<file path="config.mk">
export PLATFORM = sky130hd
export DESIGN_NAME = pms_cfg
export DESIGN_NICKNAME = d
export VERILOG_FILES = /design/src/rtl/pms_pkg.sv /design/src/rtl/pms_cfg.sv
export SDC_FILE = /design/constraint.sdc
export NUM_CORES = 1
export LEC_CHECK = 0
export ABC_AREA = 1
export BUFFER_PORTS_ARGS = -buffer_cell sky130_fd_sc_hd__buf_2
export CELL_PAD_IN_SITES_DETAIL_PLACEMENT = 0
export CELL_PAD_IN_SITES_GLOBAL_PLACEMENT = 1
export CORE_MARGIN = 4
export CORE_UTILIZATION = 34
export CTS_CLUSTER_DIAMETER = 80
export CTS_CLUSTER_SIZE = 40
export DETAILED_ROUTE_END_ITERATION = 8
export GPL_TIMING_DRIVEN = 0
export PLACE_DENSITY = 0.73
export SYNTH_ARGS = -nofsm -noshare
export SYNTH_HDL_FRONTEND = slang
export SYNTH_SLANG_ARGS = --single-unit
</file>
<file path="constraint.sdc">
create_clock -name clk_i -period 0.8 [get_ports clk_i]
set_input_delay 0.2 -clock clk_i [delete_from_list [all_inputs] [get_ports clk_i]]
set_output_delay 0.2 -clock clk_i [all_outputs]
set_load 0.02 [all_outputs]
</file>
<file path="src/rtl/pms_pkg.sv">
package pms_pkg;

  // configuration port
  localparam int CfgIdxW  = 4;
  localparam int CfgDataW = 32;

  localparam logic [CfgIdxW-1:0] CFG_GRAV_X   = 4'd0;
  localparam logic [CfgIdxW-1:0] CFG_GRAV_Y   = 4'd1;
  localparam logic [CfgIdxW-1:0] CFG_FRIC_X   = 4'd2;
  localparam logic [CfgIdxW-1:0] CFG_FRIC_Y   = 4'd3;
  localparam logic [CfgIdxW-1:0] CFG_BOUNCE   = 4'd4;
  localparam logic [CfgIdxW-1:0] CFG_GROUND   = 4'd5;
  localparam logic [CfgIdxW-1:0] CFG_FADE_OUT = 4'd6;
  localparam logic [CfgIdxW-1:0] CFG_MODE     = 4'd7;

  // item opcodes
  localparam logic [1:0] OP_TICK  = 2'd0;
  localparam logic [1:0] OP_SPAWN = 2'd1;
  localparam logic [1:0] OP_KILL  = 2'd2;

  // mode bits
  localparam int ModeBounce = 0;
  localparam int ModeKill   = 1;

  localparam logic [16:0] OneQ16 = 17'd65536;
  localparam logic [31:0] OneQ30 = 32'h4000_0000;
  localparam logic signed [25:0] CntMin = {1'b1, 25'd0};

  typedef struct packed {
    logic signed [31:0] grav_x;
    logic signed [31:0] grav_y;
    logic [16:0]        fric_x;
    logic [16:0]        fric_y;
    logic [16:0]        bounce;
    logic signed [31:0] ground;
    logic [16:0]        fade_out;
    logic [1:0]         mode;
  } cfg_t;

  typedef enum logic [4:0] {
    S_IDLE, S_GX, S_GY, S_GW, S_PI, S_SQ, S_NL, S_E, S_EX, S_PD,
    S_FX, S_FY, S_MX, S_MY, S_BN, S_BW, S_FD, S_LF, S_OUT
  } state_e;

  typedef logic [15:0][31:0] fac_arr_t;

  // clamp a Q1.16 factor to one
  function automatic logic [16:0] cap_unit(input logic [16:0] v);
    return (v > OneQ16) ? OneQ16 : v;
  endfunction

  function automatic logic signed [31:0] sat32(input logic signed [63:0] v);
    if (v > 64'sd2147483647) return 32'sh7fff_ffff;
    else if (v < -64'sd2147483648) return 32'sh8000_0000;
    else return v[31:0];
  endfunction

  function automatic logic signed [17:0] sat18(input logic signed [35:0] v);
    if (v > 36'sd131071) return 18'sh1ffff;
    else if (v < -36'sd131072) return 18'sh20000;
    else return v[17:0];
  endfunction

  // frame counter minus elapsed frames, floored at the counter minimum
  function automatic logic signed [25:0] cnt_sub(input logic signed [25:0] c,
                                                 input logic [15:0] d);
    logic signed [26:0] s;
    s = 27'(c) - $signed({11'd0, d});
    if (s < 27'(CntMin)) return CntMin;
    else return s[25:0];
  endfunction

  // elaboration-time integer square root
  function automatic logic [63:0] isqrt64(input logic [63:0] v);
    logic [63:0] res;
    logic [63:0] b;
    logic [63:0] rem;
    res = '0;
    b   = 64'd1 << 62;
    rem = v;
    for (int i = 0; i < 32; i++) begin
      if (rem >= res + b) begin
        rem = rem - (res + b);
        res = (res >> 1) + b;
      end else begin
        res = res >> 1;
      end
      b = b >> 2;
    end
    return res;
  endfunction

  // factors 2^(-2^-k) in Q30, k = 1..16, each the root of the one before
  function automatic fac_arr_t build_facs();
    fac_arr_t    t;
    logic [63:0] c;
    c = 64'd1 << 29;
    for (int k = 0; k < 16; k++) begin
      c = isqrt64(c << 30);
      t[k] = c[31:0];
    end
    return t;
  endfunction

  localparam fac_arr_t PowFac = build_facs();

endpackage

</file>
<file path="src/rtl/pms_cfg.sv">
module pms_cfg (
  input  logic                         clk_i,
  input  logic                         rst_ni,
  input  logic                         we_i,
  input  logic [pms_pkg::CfgIdxW-1:0]  idx_i,
  input  logic [pms_pkg::CfgDataW-1:0] data_i,
  output pms_pkg::cfg_t                cfg_o
);
  import pms_pkg::*;

  cfg_t cfg_q;
  cfg_t cfg_d;

  // decode one register write, factors clamped to one
  always_comb begin
    cfg_d = cfg_q;
    if (we_i) begin
      unique case (idx_i)
        CFG_GRAV_X:   cfg_d.grav_x   = data_i;
        CFG_GRAV_Y:   cfg_d.grav_y   = data_i;
        CFG_FRIC_X:   cfg_d.fric_x   = cap_unit(data_i[16:0]);
        CFG_FRIC_Y:   cfg_d.fric_y   = cap_unit(data_i[16:0]);
        CFG_BOUNCE:   cfg_d.bounce   = cap_unit(data_i[16:0]);
        CFG_GROUND:   cfg_d.ground   = data_i;
        CFG_FADE_OUT: cfg_d.fade_out = cap_unit(data_i[16:0]);
        CFG_MODE:     cfg_d.mode     = data_i[1:0];
        default: ;
      endcase
    end
  end

  always_ff @(posedge clk_i or negedge rst_ni) begin
    if (!rst_ni) begin
      cfg_q.grav_x   <= '0;
      cfg_q.grav_y   <= '0;
      cfg_q.fric_x   <= OneQ16;
      cfg_q.fric_y   <= OneQ16;
      cfg_q.bounce   <= OneQ16;
      cfg_q.ground   <= '0;
      cfg_q.fade_out <= '0;
      cfg_q.mode     <= '0;
    end else begin
      cfg_q <= cfg_d;
    end
  end

  assign cfg_o = cfg_q;

endmodule

</file>
==> flow_summary_export.csv <==
group,metric,value,unit
timing,max_freq,0.7755,GHz
setup_path,reg2reg_to,"cfg_o[157]$_DFFE_PN0P_",
global_routing,grt_overflow_total,0,
route,routedWlPerCell,18.27,µm
setup_path,critical_path.max_stage_delay,550,ps
setup_path,worst-r2r-setup-slack,-90,ps
route,first_pass_iters,4,
global_routing,grtUsageTotal,20.93,%
global_routing,grt_pass1_wl,33930,µm
yosys,yosys.area_share.simple,21.51,%
setup_path,worstSetupPathType,"flop to primary output",
setup_path,crit_slowest_cell,"dfstp_2",
timing,skew,0,ps
yosys,synth-adder-area-share,0,%
yosys,synth_compound_area_share,8.081,%
yosys,yosys_warnings,0,
cells_and_area,diodes,0,
setup_path,crit_fanout,2,
power,total_power,29.92,mW
setup_path,rr_worst_depth,4,
placement,gp_congestion,0.7636,
clocking,clockRootBuffer,"clkbuf_16",
yosys,syn-num-nets,705,
timing,fin_ws,-489.5,ps
timing,slew_violations,0,
die,floorplan.initialDensity,34.81,%
timing,holdWs,-271.2,ps
setup_path,reg2reg_from,"cfg_o[157]$_DFFE_PN0P_",
timing,worst_pin_slew,601.3,ps
yosys,synth_area,6317,µm²
placement,hpwl,14070,µm
clocking,clk_latency,420,ps
timing,fin_crit,1290,ps
timing,period_share,161.2,%
cells_and_area,drive_gt1_share,55.09,%
cells_and_area,final_common_cell,"buf_6",
timing,max-slew-margin-rel,59.91,%
power,power_density,2515,nW/µm²
global_routing,grt_pass1_vias,6109,
global_routing,antenna_found_initial,1,
clocking,h-tree-depth,4,
die,fp.dieW,144.3,µm
route,vias,6073,
setup_path,worstPathRequired,600,ps
setup_path,crit_chain,"buf_6",
global_routing,grt_max_degree,96,
route,vias_per_cell,4.778,
yosys,ys_types,17,
timing,setup_viol,225,
timing,grt_setup_unrepaired,"true",
die,io_pins,205,
yosys,avgSynthCellArea,9.485,µm²
clocking,clk_pin_slew,70,ps
hold_path,min_path_type,"input port to asynchronous set/reset pin",
setup_path,cp_top_family,"flip-flops",
yosys,synth_top_family_by_area,"simple AND/OR/NAND/NOR gates",
die,core-area,18150,µm²
yosys,synthXorXnorAreaFrac,0,%
power,ir_drop,1426,µV
cells_and_area,final_cell_mix,"buf_6, nand2_1, dfrtp_1",
placement,pre_cts_ws,-704.8,ps
cells_and_area,nets,1068,
die,die-area,20830,µm²
run_status,violations,"negative hold slack, negative setup slack",
route,drtIter0Drc,274,
route,ant_nets,0,
cells_and_area,n_fill_cell,1404,
cells_and_area,area_growth,88.33,%
run_status,outcome,"finished with violations",
setup_path,crit_arrival,1090,ps
setup_path,cp-start-kind,"flop",
yosys,syn_inst,666,
timing,hold_viol,68,
clocking,cts_tree,"done",
timing,setup_tns,-62090,ps
route,drc,0,
die,fp-row-count,49,
clocking,numCtsBuffers,17,
placement,io_buffers,204,
yosys,ys_seq_area_share,65.82,%
setup_path,critPathBufInv,1,
clocking,clockBufferDepth,2,
power,p_leak,6.000,nW
cells_and_area,largest_reg_flops,166,
die,die_h,144.3,µm
setup_path,endpoint_kind,"primary output",
yosys,ys_ff_latch,166,
yosys,synth.mux.area_fraction,0,%
clocking,clock-sinks,166,
job,max_cap_violations,0,
route,wl,23220,µm
-- cells by family (layout without fill, tap and decap cells) --
logic type,Yosys count,in the layout
and+or+nand+nor,327,330
DFF,166,166
AOI/OAI and AO/OA,102,102
buffers and inverters,71,444
-- metal layers --
layer	GRT usage, %	part of all wire (%)	vias to the layer above
li1	-	-	2872
met3	6.415	7.3	24
met1	26.64	41	2989
met5	0	0.052	-
met4	5.547	1.3	2
met2	34.87	50	186
-- synthesized netlist by cell type --
library cell,number,area (µm²)
a21oi_1,2,10.01
buf_4,1,7.510
nor2_1,16,60.06
buf_2,16,80.08
nand3_1,65,325.3
nor2_4,3,33.78
nor3_4,1,16.27
nor2_2,2,12.51
o21ai_1,6,30.03
dfrtp_1,163,4079
inv_2,5,18.77
nand2_2,4,25.02
o21ai_0,94,470.5
clkbuf_1,15,56.30
nand2_1,236,885.9
inv_1,34,127.6
dfstp_2,3,78.83
-- power by group --
| group | switching, mW | internal (mW) |
|---|---|---|
| logic | 4.63 | 5.23 |
| registers | 1.28 | 9.97 |
| clock network | 3.70 | 5.11 |
-- layout make-up --
| cell class | count | area [µm²] | area share (%) |
|---|---|---|---|
| sequential | 166 | 4158 | 34.95 |
| timing repair buffer | 342 | 3706 | 31.15 |
| multi-input combinational | 432 | 2556 | 21.48 |
| clock buffer | 18 | 439.2 | 3.691 |
| buffer | 31 | 397.9 | 3.344 |
| tap | 229 | 286.5 | 2.408 |
| clock inverter | 14 | 190.2 | 1.598 |
| inverter | 39 | 163.9 | 1.378 |
-- metrics by stage --
step	cells	util, %	area (µm²)
2_1_floorplan	666	-	6583
3_3_place_gp	1099	43.48	7890
3_5_place_dp	1100	43.68	7928
4_1_cts	1211	59.27	10760
5_1_grt	1271	65.56	11900
6_report	1271	65.56	11900
-- worst max path at each step --
stage	startpoint	to	slack (ps)	cells after the start
final	cfg_o[101]$_DFFE_PN1P_	cfg_o[101]	-490	1
after detailed placement	idx_i[2]	cfg_o[61]$_DFFE_PN0P_	-700	9
after CTS	cfg_o[101]$_DFFE_PN1P_	cfg_o[101]	-500	1
after global placement	rst_ni	cfg_o[71]$_DFFE_PN0P_	-3160	1
after global routing	cfg_o[101]$_DFFE_PN1P_	cfg_o[101]	-520	1
after floorplan	idx_i[3]	cfg_o[57]$_DFFE_PN0P_	-310	7
-- repair_timing --
item	CTS	global route
buffers inserted	72	69
gates resized for setup	459	190
gates cloned	8	10
pin swaps	71	77
endpoints found under the hold margin	68	68
endpoints found under the setup margin	270	304
No activity file was read; power rests on OpenSTA's default activity.
